`config.mk`:
```
export PLATFORM = sky130hd
export DESIGN_NAME = bcd_timestamp_check_decode
export DESIGN_NICKNAME = d
export VERILOG_FILES = /design/src/hw/rtl/btc_pkg.sv /design/src/hw/rtl/btc_check.sv /design/src/hw/rtl/btc_conv.sv /design/src/hw/rtl/bcd_timestamp_check_decode.sv
export SDC_FILE = /design/constraint.sdc
export NUM_CORES = 1
export LEC_CHECK = 0
export ABC_AREA = 1
export BUFFER_PORTS_ARGS = -buffer_cell sky130_fd_sc_hd__buf_2
export CORE_ASPECT_RATIO = 2
export CORE_MARGIN = 3
export CORE_UTILIZATION = 49
export DETAILED_ROUTE_END_ITERATION = 8
export GPL_TIMING_DRIVEN = 0
export PLACE_DENSITY = 0.86
export REMOVE_ABC_BUFFERS = 1
export SLEW_MARGIN = 30
export SYNTH_ARGS = -nofsm -noshare
export SYNTH_HDL_FRONTEND = slang
export SYNTH_SLANG_ARGS = --single-unit
```
`constraint.sdc`:
```
create_clock -name i_clk -period 2.5 [get_ports i_clk]
set_input_delay 0.25 -clock i_clk [delete_from_list [all_inputs] [get_ports i_clk]]
set_output_delay 0.25 -clock i_clk [all_outputs]
set_load 0.02 [all_outputs]
```
`src/hw/rtl/btc_pkg.sv`:
```
// Shared types, constants and helpers for the BCD timestamp check and decode block.
package btc_pkg;

    // One timestamp as read from the clock chip, packed BCD, high digit in bits 7..4.
    typedef struct packed {
        logic [7:0] seconds_bcd;
        logic [7:0] minutes_bcd;
        logic [7:0] hours_bcd;
        logic [7:0] day_bcd;
        logic [7:0] month_bcd;
        logic [7:0] year_bcd;
    } t_stamp_in;

    // Decoded timestamp.
    typedef struct packed {
        logic       stamp_ok;
        logic [5:0] seconds_bin;
        logic [5:0] minutes_bin;
        logic [4:0] hours_bin;
        logic [4:0] day_of_month;
        logic [3:0] month_index;
        logic [7:0] years_since_1900;
    } t_stamp_out;

    // Upper limits, in BCD.
    localparam logic [7:0] MAX_SEC_BCD   = 8'h59;
    localparam logic [7:0] MAX_MIN_BCD   = 8'h59;
    localparam logic [7:0] MAX_HOUR_BCD  = 8'h23;
    localparam logic [7:0] MAX_MONTH_BCD = 8'h12;
    localparam logic [7:0] DAYS_LONG     = 8'h31;
    localparam logic [7:0] DAYS_SHORT    = 8'h30;
    localparam logic [7:0] DAYS_FEB_LEAP = 8'h29;
    localparam logic [7:0] DAYS_FEB      = 8'h28;

    // Month codes, in BCD.
    localparam logic [7:0] MON_JAN = 8'h01;
    localparam logic [7:0] MON_FEB = 8'h02;
    localparam logic [7:0] MON_MAR = 8'h03;
    localparam logic [7:0] MON_MAY = 8'h05;
    localparam logic [7:0] MON_JUL = 8'h07;
    localparam logic [7:0] MON_AUG = 8'h08;
    localparam logic [7:0] MON_OCT = 8'h10;
    localparam logic [7:0] MON_DEC = 8'h12;

    localparam logic [7:0] YEAR_BASE_OFFSET = 8'(2000 - 1900);
    localparam logic [7:0] DEFAULT_YEARS    = 8'(1970 - 1900);
    localparam logic [4:0] DEFAULT_DAY      = 5'd1;

    // Two packed BCD digits to binary; hi*10 as two shifts.
    function automatic logic [6:0] bcd_to_bin(input logic [7:0] v);
        logic [6:0] hi;
        logic [6:0] lo;
        hi = {3'b000, v[7:4]};
        lo = {3'b000, v[3:0]};
        return (hi << 3) + (hi << 1) + lo;
    endfunction

    // Low digit a decimal digit, high digit no larger than hi_max.
    function automatic logic digits_ok(input logic [7:0] v, input logic [3:0] hi_max);
        return (v[3:0] <= 4'd9) && (v[7:4] <= hi_max);
    endfunction

endpackage

```
`src/hw/rtl/btc_check.sv`:
```
// Digit, range and month-length checks for one timestamp.
module btc_check (
    input  btc_pkg::t_stamp_in i_stamp,
    output logic               o_ok
);
    import btc_pkg::*;

    logic [7:0] day_max;
    logic [6:0] year_bin;
    logic       leap;
    logic       date_ok;
    logic       time_ok;

    assign year_bin = bcd_to_bin(i_stamp.year_bcd);
    // Divisible by 4 only; exact within 2000..2099.
    assign leap     = (year_bin[1:0] == 2'b00);

    always_comb begin
        unique case (i_stamp.month_bcd) inside
            MON_FEB: begin
                day_max = leap ? DAYS_FEB_LEAP : DAYS_FEB;
            end
            MON_JAN, MON_MAR, MON_MAY, MON_JUL, MON_AUG, MON_OCT, MON_DEC: begin
                day_max = DAYS_LONG;
            end
            default: begin
                day_max = DAYS_SHORT;
            end
        endcase
    end

    assign date_ok = digits_ok(i_stamp.year_bcd, 4'd9)
                  && digits_ok(i_stamp.month_bcd, 4'd1)
                  && (i_stamp.month_bcd != 8'h00)
                  && (i_stamp.month_bcd <= MAX_MONTH_BCD)
                  && digits_ok(i_stamp.day_bcd, 4'd3)
                  && (i_stamp.day_bcd != 8'h00)
                  && (i_stamp.day_bcd <= day_max);

    assign time_ok = digits_ok(i_stamp.hours_bcd, 4'd2)
                  && (i_stamp.hours_bcd <= MAX_HOUR_BCD)
                  && digits_ok(i_stamp.minutes_bcd, 4'd5)
                  && (i_stamp.minutes_bcd <= MAX_MIN_BCD)
                  && digits_ok(i_stamp.seconds_bcd, 4'd5)
                  && (i_stamp.seconds_bcd <= MAX_SEC_BCD);

    assign o_ok = date_ok && time_ok;

endmodule

```
`src/hw/rtl/btc_conv.sv`:
```
// BCD to binary conversion of each field, with the epoch default on a bad stamp.
module btc_conv (
    input  btc_pkg::t_stamp_in  i_stamp,
    input  logic                i_ok,
    output btc_pkg::t_stamp_out o_result
);
    import btc_pkg::*;

    logic [6:0] sec_bin;
    logic [6:0] min_bin;
    logic [6:0] hour_bin;
    logic [6:0] day_bin;
    logic [6:0] mon_bin;
    logic [6:0] year_bin;
    logic [3:0] mon_idx;
    logic [7:0] years;

    assign sec_bin  = bcd_to_bin(i_stamp.seconds_bcd);
    assign min_bin  = bcd_to_bin(i_stamp.minutes_bcd);
    assign hour_bin = bcd_to_bin(i_stamp.hours_bcd);
    assign day_bin  = bcd_to_bin(i_stamp.day_bcd);
    assign mon_bin  = bcd_to_bin(i_stamp.month_bcd);
    assign year_bin = bcd_to_bin(i_stamp.year_bcd);

    assign mon_idx  = mon_bin[3:0] - 4'd1;
    assign years    = {1'b0, year_bin} + YEAR_BASE_OFFSET;

    always_comb begin
        if (i_ok) begin
            o_result.stamp_ok         = 1'b1;
            o_result.seconds_bin      = sec_bin[5:0];
            o_result.minutes_bin      = min_bin[5:0];
            o_result.hours_bin        = hour_bin[4:0];
            o_result.day_of_month     = day_bin[4:0];
            o_result.month_index      = mon_idx;
            o_result.years_since_1900 = years;
        end else begin
            o_result.stamp_ok         = 1'b0;
            o_result.seconds_bin      = 6'd0;
            o_result.minutes_bin      = 6'd0;
            o_result.hours_bin        = 5'd0;
            o_result.day_of_month     = DEFAULT_DAY;
            o_result.month_index      = 4'd0;
            o_result.years_since_1900 = DEFAULT_YEARS;
        end
    end

endmodule

```
`src/hw/rtl/bcd_timestamp_check_decode.sv`:
```
// Top level: registered BCD timestamp check and decode.
//
// Takes one real-time-clock timestamp of six packed BCD bytes per item and
// returns one decoded item: binary seconds, minutes, hours, day, month from 0
// and years since 1900, with stamp_ok high. Any bad digit, out-of-range field
// or day past the end of its month (February leap years taken as year
// divisible by 4, exact for 2000..2099) gives 1970-01-01 00:00:00 with
// stamp_ok low. An item is accepted every cycle while o_stall is low. The
// input register holds the item, the check and conversion logic sits
// between it and the result register, and the result register drives the
// output. The result register only holds while the output side stalls; the
// input register keeps taking items until both registers are full and the
// output side stalls.
module bcd_timestamp_check_decode (
    input  logic                i_clk,
    input  logic                i_rst_n,
    // input channel
    input  logic                i_valid,
    output logic                o_stall,
    input  btc_pkg::t_stamp_in  i_stamp,
    // result channel
    output logic                o_valid,
    input  logic                i_stall,
    output btc_pkg::t_stamp_out o_result
);
    import btc_pkg::*;

    t_stamp_in  r_in;
    logic       r_in_vld;
    logic       n_in_vld;
    t_stamp_out r_out;
    logic       r_out_vld;
    logic       n_out_vld;

    logic       out_load;   // result register free to take the next item
    logic       in_take;    // item accepted on the input channel
    logic       stamp_ok;
    t_stamp_out decoded;

    // Result register moves when empty or its item is being taken.
    assign out_load = !r_out_vld || !i_stall;
    // Stall the input only when both registers are full and the output is stuck.
    assign o_stall  = r_in_vld && !out_load;
    assign in_take  = i_valid && !o_stall;

    // Input register
    always_comb begin
        if (in_take) begin
            n_in_vld = 1'b1;
        end else if (out_load) begin
            n_in_vld = 1'b0;
        end else begin
            n_in_vld = r_in_vld;
        end
    end

    always_ff @(posedge i_clk) begin
        if (!i_rst_n) begin
            r_in_vld <= 1'b0;
        end else begin
            r_in_vld <= n_in_vld;
        end
    end

    always_ff @(posedge i_clk) begin
        if (in_take) begin
            r_in <= i_stamp;
        end
    end

    // Check and decode
    btc_check u_check (
        .i_stamp (r_in),
        .o_ok    (stamp_ok)
    );

    btc_conv u_conv (
        .i_stamp  (r_in),
        .i_ok     (stamp_ok),
        .o_result (decoded)
    );

    // Result register
    assign n_out_vld = out_load ? r_in_vld : r_out_vld;

    always_ff @(posedge i_clk) begin
        if (!i_rst_n) begin
            r_out_vld <= 1'b0;
        end else begin
            r_out_vld <= n_out_vld;
        end
    end

    always_ff @(posedge i_clk) begin
        if (out_load && r_in_vld) begin
            r_out <= decoded;
        end
    end

    assign o_valid  = r_out_vld;
    assign o_result = r_out;

    // Assertions
    a_bad_gives_default: assert property (@(posedge i_clk) disable iff (!i_rst_n)
        (o_valid && !o_result.stamp_ok) |->
            (o_result.seconds_bin == 6'd0) && (o_result.minutes_bin == 6'd0)
            && (o_result.hours_bin == 5'd0) && (o_result.day_of_month == DEFAULT_DAY)
            && (o_result.month_index == 4'd0)
            && (o_result.years_since_1900 == DEFAULT_YEARS))
        else $error("bad stamp result is not the default");

    a_good_in_range: assert property (@(posedge i_clk) disable iff (!i_rst_n)
        (o_valid && o_result.stamp_ok) |->
            (o_result.month_index <= 4'd11) && (o_result.day_of_month != 5'd0)
            && (o_result.hours_bin <= 5'd23) && (o_result.seconds_bin <= 6'd59)
            && (o_result.years_since_1900 >= YEAR_BASE_OFFSET))
        else $error("good stamp result out of range");

    a_held_item_kept: assert property (@(posedge i_clk) disable iff (!i_rst_n)
        (r_in_vld && !out_load) |=> (r_in_vld && $stable(r_in)))
        else $error("waiting input item lost or changed");

    a_no_take_when_full: assert property (@(posedge i_clk) disable iff (!i_rst_n)
        (r_in_vld && r_out_vld && i_stall) |-> !in_take)
        else $error("item taken with both registers full");

    a_reset_empty: assert property (@(posedge i_clk)
        !i_rst_n |=> (!o_valid && !r_in_vld))
        else $error("registers not empty after reset");

endmodule

```
==> results of run 1 <==
-- state kept, by name, summed over array words and instances (netlist names) --
name,count
r_in,48
o_result,35
r_in_vld,1
o_valid,1
-- layer usage --
layer | share of wire | vias up | wire, µm | track usage
met2 | 0.59 | 92 | 5100 | 0.340
met4 | 0.042 | 0 | 363 | 0.105
li1 | - | 1369 | - | -
met3 | 0.045 | 25 | 386 | 0.0485
met1 | 0.32 | 1327 | 2790 | 0.164
met5 | 0 | - | 0 | 0
-- worst max-delay path, delay by kind of cell (launching register included) --
kind	cells	cell delay (ns)
DFF	1	0.43
buffers and inverters	3	0.35
adders and majority gates	2	0.57
and+or+nand+nor	7	0.80
AOI/OAI and AO/OA	1	0.16
-- synth_stat cells --
library cell	count	area share
edfxtp_1	83	0.60
inv_1	59	0.053
nand2_1	44	0.040
ha_1	34	0.10
nor2_1	32	0.029
nand3_1	18	0.022
nor2_2	14	0.021
xnor2_1	12	0.025
fa_1	10	0.048
o21ai_0	10	0.012
a21oi_1	8	0.0096
xor2_1	5	0.010
buf_6	3	0.0081
nand4_1	3	0.0045
dfxtp_1	2	0.0096
nand2_2	1	0.0015
nand3_2	1	0.0024
nand3b_1	1	0.0018
nor3_2	1	0.0024
nor4_1	1	0.0015
or2_1	1	0.0015
-- worst paths after layout --
check	endpoint	start	depth (start not counted)	slack, ns
worst min-delay path	r_in[10]$_DFFE_PP_	i_stamp[10]	1	0.08
worst max register to register	o_result[7]$_SDFFCE_PN0P_	r_in[4]$_DFFE_PP_	13	0.06
worst min register to register	o_result[22]$_SDFFCE_PN0P_	r_in[32]$_DFFE_PP_	2	0.55
worst max-delay path	o_result[7]$_SDFFCE_PN0P_	r_in[4]$_DFFE_PP_	13	0.06
-- power groups by stage --
stage / clock network (µW) / registers, µW / logic, µW
after floorplan: 0 / 1720 / 298
after global placement: 0 / 1710 / 416
after detailed placement: 0 / 1700 / 465
after CTS: 1170 / 1680 / 477
after global routing: 1230 / 1680 / 596
final: 1150 / 1680 / 533
-- metrics by stage --
stage	total power, µW	setup WS [ns]	utilization	cell area, µm²
after global placement	2120	-0.861	0.568	4710
after floorplan	2010	-0.0508	-	4150
after detailed placement	2170	-0.599	0.578	4800
after global routing	3510	-0.0489	0.645	5350
after CTS	3330	0.00459	0.621	5150
final	3360	0.0627	0.645	5350
-- cell usage in the layout (no fill, tap or decap), types with 3 or more instances in the layout --
| master | synthesis | final |
|---|---|---|
| buf_2 | 0 | 88 |
| edfxtp_1 | 83 | 83 |
| inv_1 | 59 | 54 |
| nand2_1 | 44 | 42 |
| ha_1 | 34 | 31 |
| nor2_1 | 32 | 22 |
| nor2_2 | 14 | 18 |
| nand3_1 | 18 | 15 |
| xnor2_1 | 12 | 12 |
| o21ai_0 | 10 | 10 |
| fa_1 | 10 | 9 |
| clkbuf_16 | 0 | 9 |
| buf_4 | 0 | 8 |
| nor2_4 | 0 | 6 |
| a21oi_1 | 8 | 6 |
| xor2_1 | 5 | 5 |
| inv_2 | 0 | 4 |
| buf_6 | 3 | 4 |
| nand3_2 | 1 | 3 |
| nand4_1 | 3 | 3 |
| ha_4 | 0 | 3 |
| clkinv_2 | 0 | 3 |
-- kinds of logic (layout without fill, tap and decap cells) --
| logic type | count (synthesis) | count (layout) | synth area share |
|---|---|---|---|
| and+or+nand+nor | 117 | 118 | 0.126 |
| DFF | 85 | 85 | 0.606 |
| buffers and inverters | 62 | 178 | 0.0611 |
| adders and majority gates | 44 | 44 | 0.150 |
| AOI/OAI and AO/OA | 18 | 18 | 0.0216 |
| xor gates and xnor gates | 17 | 17 | 0.0356 |
-- final cells by class --
type                            count  area share
Sequential cell                    85       0.474
Clock buffer                        9      0.0421
Multi-Input combinational cell    197       0.294
Timing Repair Buffer              104       0.120
Clock inverter                      6     0.00585
Inverter                           59      0.0419
Tap cell                           98      0.0229
-- what timing repair did --
item | CTS | global route
hold endpoints to repair | 0 | 0
setup buffers | 7 | 6
pin swaps | 2 | 13
cloned | 1 | 0
gates resized for setup | 5 | 37
endpoints found under the setup margin | 35 | 34
==> impl_metrics.toml, run 1 <==
[worst_setup_path]
critPathRequiredTime_ns = 2.70
worstPathArrival_ns = 2.64
crit_top_cell = "buf_6"
cp-end-kind = "register"
max_stage_delay_ns = 0.43
startpoint_type = "register"
worst-setup-path-type = "reg -> reg"
cp_slowest_cell = "edfxtp_1"
critPathMaxFanout = 5
crit_path_cell_trace = "buf_6, ha_4, inv_2, nand4_1, nand3_1, ha_1, nand3_2, a21oi_2, nor2_2, nor2_4, nand2_4, buf_6, nor2_1"

[yosys]
ys_warn_count = 0
yosys.cell_types.count = 21
yosysSeqAreaShare = 0.606
syn_area_mm2 = 0.00418
ys_ff_latch = 85
avgSynthCellArea_um2 = 12.2
syn_inst = 343

[power]
p_clk_frac = 0.342
ir_drop_mv = 0.488
power_frac_seq = 0.499
p_comb_frac = 0.159
p_leak_uw = 0.00244
power.density_mw_per_mm2 = 629
cellInternalPower_uw = 2520
switching_power_uw = 843
p_sw_frac = 0.251

[cells_and_area]
multi_input_area_mm2 = 0.00157
seq_area_mm2 = 0.00253
antenna_cells = 0
fillers = 588
nets = 552
area_delta_synth_final_pct = 27.9
layout-drive-gt1-share = 0.352
finalNonFillerCells = 558

[die]
chipWidth_um = 71.3
fp-row-count = 47
start_util = 0.504
die_h_um = 137
design.die.area_mm2 = 0.00974
coreArea_mm2 = 0.00829
num_io_pins = 89

[detailed_routing]
drc_errors = 0
vias = 2813
avgViaCountPerCell = 5.04
drt-total-wl_um = 8640
drtIter0Drc = 186
ant_nets = 0
wl_per_cell_um = 15.5
drtPass1Iterations = 5

[cts]
clk_pin_slew_ns = 0.06
htree_levels = 3
tritoncts = "built"
cts_buffers = 9
cts_buffer_depth = 2
cts_num_sinks = 85
insertion_delay_ns = 0.34
cts_hold_buf = 0
clockRootBuffer = "clkbuf_16"

[timing]
setup_viol = 0
fmax_mhz = 410
rsz0062_at_grt = "yes"
fin_worst_skew_ns = 0.00886
fin_crit_ns = 2.44
post-route-period-util = 0.975
finalHoldViolations = 0
slew_violations = 0
timing.hold.ws_ns = 0.0802
setup_tns_ns = 0
relSlewSlack = 0.742
tightest_slew_ns = 0.386

[grt]
antenna_found_initial = 0
track_usage = 0.180
grt_pass1_wl_um = 13000
grt_pass1_vias = 2899
grt_overflow = 0
grt_max_degree = 37

[placed_design]
dp.cells = 529
hpwl_um = 6210
gp_congestion = 0.905
portBuffers = 88

[run]
maxCapViolCount = 0

[outcome]
status = "complete, no violations"

[worst_hold_path]
hold_path.class = "in -> reg"
(Power assumes the default switching activity.)
==> run 2, diff against run 1 <==
Settings changed: CAP_MARGIN set to 5, PLACE_DENSITY 0.86 to 0.76, REMOVE_ABC_BUFFERS 1 to not set.
==> run 2 against run 1 <==
Net effect: combinational power down 9.2%; non-clock buffer count fell by 2; wire length fell by 7.6%; first-iteration DRC count shrank 18%; core utilization decreased by 1.6 points; cell count shrank 0.54%; sequential power about the same; total power decreased by 2.1%; worst hold slack improved by 0.0065 ns; clock skew fell by 0.0011 ns; final area decreased by 2.4%; largest power group unchanged.
==> impl_metrics.toml, run 2 (synthesis results as in run 1) <==
[timing]
fin_crit_ns = 2.40
rsz0062_at_grt = "yes"
slew_violations = 0
post-route-period-util = 0.959
finalHoldViolations = 0
fmax_mhz = 417
finalWorstSetupSlack_ns = 0.103
tightest_slew_ns = 0.376
relSlewSlack = 0.748
setup_tns_ns = 0
fin_worst_skew_ns = 0.00774
setup_viol = 0

[power]
total_power_uw = 3290
power_frac_seq = 0.510
p_comb_frac = 0.147
p_clk_frac = 0.343
p_leak_uw = 0.00243
switching_power_uw = 791
p_sw_frac = 0.240
ir_drop_mv = 0.556
power.density_mw_per_mm2 = 631
cellInternalPower_uw = 2500

[placed_design]
dpl_cell_area_mm2 = 0.00482
portBuffers = 88
dp_slack_ns = -0.139
hpwl_um = 6220
gp_congestion = 0.800

[grt]
grt_overflow = 0
antenna_found_initial = 0
grt_pass1_wl_um = 12500
track_usage = 0.173
grt_max_degree = 33
grt_pass1_vias = 2840

[cts]
tritoncts = "built"
insertion_delay_ns = 0.33
cts_buffers = 9
cts_hold_buf = 0
clk_pin_slew_ns = 0.06
cts_buffer_depth = 2
cts_num_sinks = 85
htree_levels = 3
clockRootBuffer = "clkbuf_16"

[detailed_routing]
wl_per_cell_um = 14.4
vias = 2718
drtPass1Iterations = 6
drtIter0Drc = 153
avgViaCountPerCell = 4.90
ant_nets = 0
drc_errors = 0
drt-total-wl_um = 7980

[cells_and_area]
fin_util = 0.629
layout-drive-gt1-share = 0.309
final_common_cell = "buf_2"
antenna_cells = 0
largest_reg_flops = 48
postLayoutCellArea_mm2 = 0.00522
final_cell_mix = "buf_2 (88), edfxtp_1 (83), inv_1 (55)"
area_delta_synth_final_pct = 24.8
reg.largest.list = "r_in: 48 flops, o_result: 35 flops"
nets = 549
regMostFlops = "r_in"

[worst_setup_path]
critPathMaxFanout = 6
cp_slowest_cell = "edfxtp_1"
crit_buf_inv = 2
worst-setup-path-type = "reg -> reg"
startpoint_type = "register"
crit_top_cell = "nand2_1"
cp_top_family = "simple AND/OR/NAND/NOR gates"
crit_path_cell_trace = "nor2_4, nand3_2, inv_1, nand2_1, ha_1, o21ai_0, nand2_1, nand2_1, nor2_1, nor2_2, nand2_4, inv_2, nand2_1"
max_stage_delay_ns = 0.50
critPathRequiredTime_ns = 2.58
worstPathArrival_ns = 2.48
cp-end-kind = "register"

[die]
start_util = 0.504
design.die.area_mm2 = 0.00974
fp-row-count = 47
num_io_pins = 89
coreArea_mm2 = 0.00829
chipWidth_um = 71.3
die_h_um = 137

[worst_hold_path]
hold_path.class = "in -> reg"

[outcome]
status = "complete, no violations"

[yosys]
syn_nets = 439

[run]
maxCapViolCount = 0
## run 2: timing repair
item,4_1_cts,5_1_grt
setup buffers,0,7
resized for setup,2,14
cloned,0,1
endpoints found under the setup margin,33,34
pin swaps,0,7
## run 2: area by class of cell
type	count	area (µm²)
Fill cell	646	3080
Timing Repair Buffer	99	581
Buffer	3	41.3
Sequential cell	85	2530
Clock inverter	4	16.3
Tap cell	98	123
Inverter	59	221
Clock buffer	11	233
Multi-Input combinational cell	196	1470
## run 2: per-layer routing
metal  share of wire  vias up  global-route usage  routed length [µm]
li1                -     1359                   -                   -
met1            0.32     1261               0.165                2580
met2            0.60       78               0.331                4760
met3           0.050       20              0.0375                 400
met4           0.029        0              0.0900                 233
met5               0        -                   0                   0
## run 2: path summary, 6_finish.rpt
path                        start                        end  slack [ns]  cells after the start
max            r_in[11]$_DFFE_PP_  o_result[1]$_SDFFCE_PN1P_        0.10                     13
min                    i_stamp[3]          r_in[3]$_DFFE_PP_        0.09                      1
max reg2reg    r_in[11]$_DFFE_PP_  o_result[1]$_SDFFCE_PN1P_        0.10                     13
min reg2reg  o_valid$_SDFFE_PN0N_       o_valid$_SDFFE_PN0N_        0.54                      2
## run 2: power groups by stage
stage	registers (µW)	clock network, µW	logic, µW
detailed placement	1710	0	456
finish	1680	1130	484
global placement	1710	0	423
floorplan	1720	0	298
global route	1690	1210	558
CTS	1680	1150	460
## run 2: metrics by stage
| step | hold WS [ns] | std cells |
|---|---|---|
| after floorplan | 0.349 | 343 |
| after global placement | 0.427 | 529 |
| after detailed placement | 0.428 | 532 |
| after CTS | 0.0754 | 547 |
| after global routing | 0.0781 | 555 |
| final | 0.0867 | 555 |
==> run 3, diff against run 2 <==
Settings changed: CORE_ASPECT_RATIO 2 to 0.75.
==> run 3 against run 2 <==
Net effect: clock power up 42%; clock skew down 0.0020 ns; core utilization up 1.6 points; critical path type unchanged; clock-buffer cell count down 1; worst hold slack worse by 0.0057 ns; wire length down 1.5%; largest power group unchanged; sequential power about the same; die area down 0.57%.
==> impl_metrics.toml, run 3 (synthesis results as in run 1) <==
[outcome]
status = "complete, no violations"

[cells_and_area]
multi_input_area_mm2 = 0.00145
area_delta_synth_final_pct = 25.0
layout-drive-gt1-share = 0.300
antenna_cells = 0
nets = 541
final_common_cell = "buf_2"
fillers = 612
finalNonFillerCells = 555
regMostFlops = "r_in"
seq_area_mm2 = 0.00253
final_cell_mix = "buf_2 (88), edfxtp_1 (83), inv_1 (56)"
reg.largest.list = "r_in: 48 flops, o_result: 35 flops"
largest_reg_flops = 48

[worst_setup_path]
critPathMaxFanout = 5
critPathRequiredTime_ns = 2.59
worstPathArrival_ns = 2.47
startpoint_type = "register"
worst-setup-path-type = "reg -> reg"
rr_worst_depth = 11
cp-end-kind = "register"

[timing]
finalWorstSetupSlack_ns = 0.116
finalHoldViolations = 0
setup_viol = 0
setup_tns_ns = 0
tightest_slew_ns = 0.687
fmax_mhz = 420
fin_worst_skew_ns = 0.00573
fin_crit_ns = 2.38
relSlewSlack = 0.541
slew_violations = 0
post-route-period-util = 0.953
rsz0062_at_grt = "no"

[die]
num_io_pins = 89
coreArea_mm2 = 0.00809
fp-row-count = 28
die_h_um = 86.0
chipWidth_um = 113
design.die.area_mm2 = 0.00969
start_util = 0.517

[cts]
clk_pin_slew_ns = 0.06
cts_num_sinks = 85
tritoncts = "built"
insertion_delay_ns = 0.34
clockRootBuffer = "clkbuf_16"
cts_buffers = 9
cts_buffer_depth = 2
htree_levels = 3

[grt]
grt_pass1_vias = 2714
grt_max_degree = 28
grt_overflow = 0
antenna_found_initial = 0
grt_pass1_wl_um = 13200
track_usage = 0.180

[power]
p_leak_uw = 0.00241
power.density_mw_per_mm2 = 718
ir_drop_mv = 0.797

[detailed_routing]
drtPass1Iterations = 4
drt-total-wl_um = 7860
vias = 2667
drc_errors = 0
avgViaCountPerCell = 4.81
wl_per_cell_um = 14.2
ant_nets = 0
drtIter0Drc = 115

[placed_design]
dp_slack_ns = -0.0717
gp_congestion = 0.832
portBuffers = 88
dp.cells = 538
hpwl_um = 5990

[worst_hold_path]
hold_path.class = "in -> reg"
hold_depth = 1

[run]
maxCapViolCount = 0

[yosys]
syn_nets = 439
-- run 3: cell types whose count changed in the layout (fill, tap and decap cells not counted), sizes merged --
cell    before  now
buf        101   94
bufinv       0    4
clkbuf      12   10
clkinv       4    1
inv         59   60
-- run 3: metal layers --
layer	track usage	vias to the layer above	routed length, µm
met5	0	-	0
met4	0.0611	0	131
met3	0.0677	11	539
met2	0.277	78	3630
met1	0.238	1231	3560
li1	-	1347	-
-- run 3: cell type report --
type                            count  share of cell area
Tap cell                          105              0.0251
Clock buffer                       10              0.0438
Multi-Input combinational cell    196               0.277
Timing Repair Buffer               91              0.0949
Clock inverter                      6              0.0256
Buffer                              3             0.00647
Sequential cell                    85               0.485
Inverter                           59              0.0424
-- run 3: critical path, cell delays in order (launching register included) --
cell      delay, ns
edfxtp_1       0.49
nor4_4         0.34
nand2_1        0.13
ha_1           0.31
o21ai_0        0.17
nand2_1        0.07
nand2_1        0.05
nor2_1         0.05
nor2_2         0.17
nand2_2        0.13
inv_1          0.15
nand2_1        0.07
-- run 3: metrics by stage --
| step | cell area [µm²] | util | hold WS [ns] | total power, µW |
|---|---|---|---|---|
| final | 5220 | 0.645 | 0.0810 | 3750 |
| after global placement | 4760 | 0.588 | 0.426 | 2120 |
| after global routing | 5220 | 0.645 | 0.0632 | 3940 |
| after detailed placement | 4810 | 0.594 | 0.428 | 2160 |
| after CTS | 5180 | 0.640 | 0.0666 | 3780 |
| after floorplan | 4180 | - | 0.349 | 2010 |
-- run 3: path summary, 6_finish.rpt --
kind	startpoint	to	slack, ns
setup / recovery	r_in[12]$_DFFE_PP_	o_result[2]$_SDFFCE_PN1P_	0.12
hold / removal	i_stamp[23]	r_in[23]$_DFFE_PP_	0.08
setup reg to reg	r_in[12]$_DFFE_PP_	o_result[2]$_SDFFCE_PN1P_	0.12
hold reg to reg	r_in[40]$_DFFE_PP_	o_result[28]$_SDFFCE_PN0P_	0.55
-- run 3: what timing repair did --
item,CTS,global route
resized for setup,1,10
setup endpoints to repair,28,34
hold buffers,0,0
setup buffers,0,1
pin swaps,0,1
-- run 3: where the power goes --
part | internal [µW] | switching [µW]
Sequential | 1630 | 45.4
Combinational | 201 | 269
Clock | 1080 | 525
Total | 2910 | 839
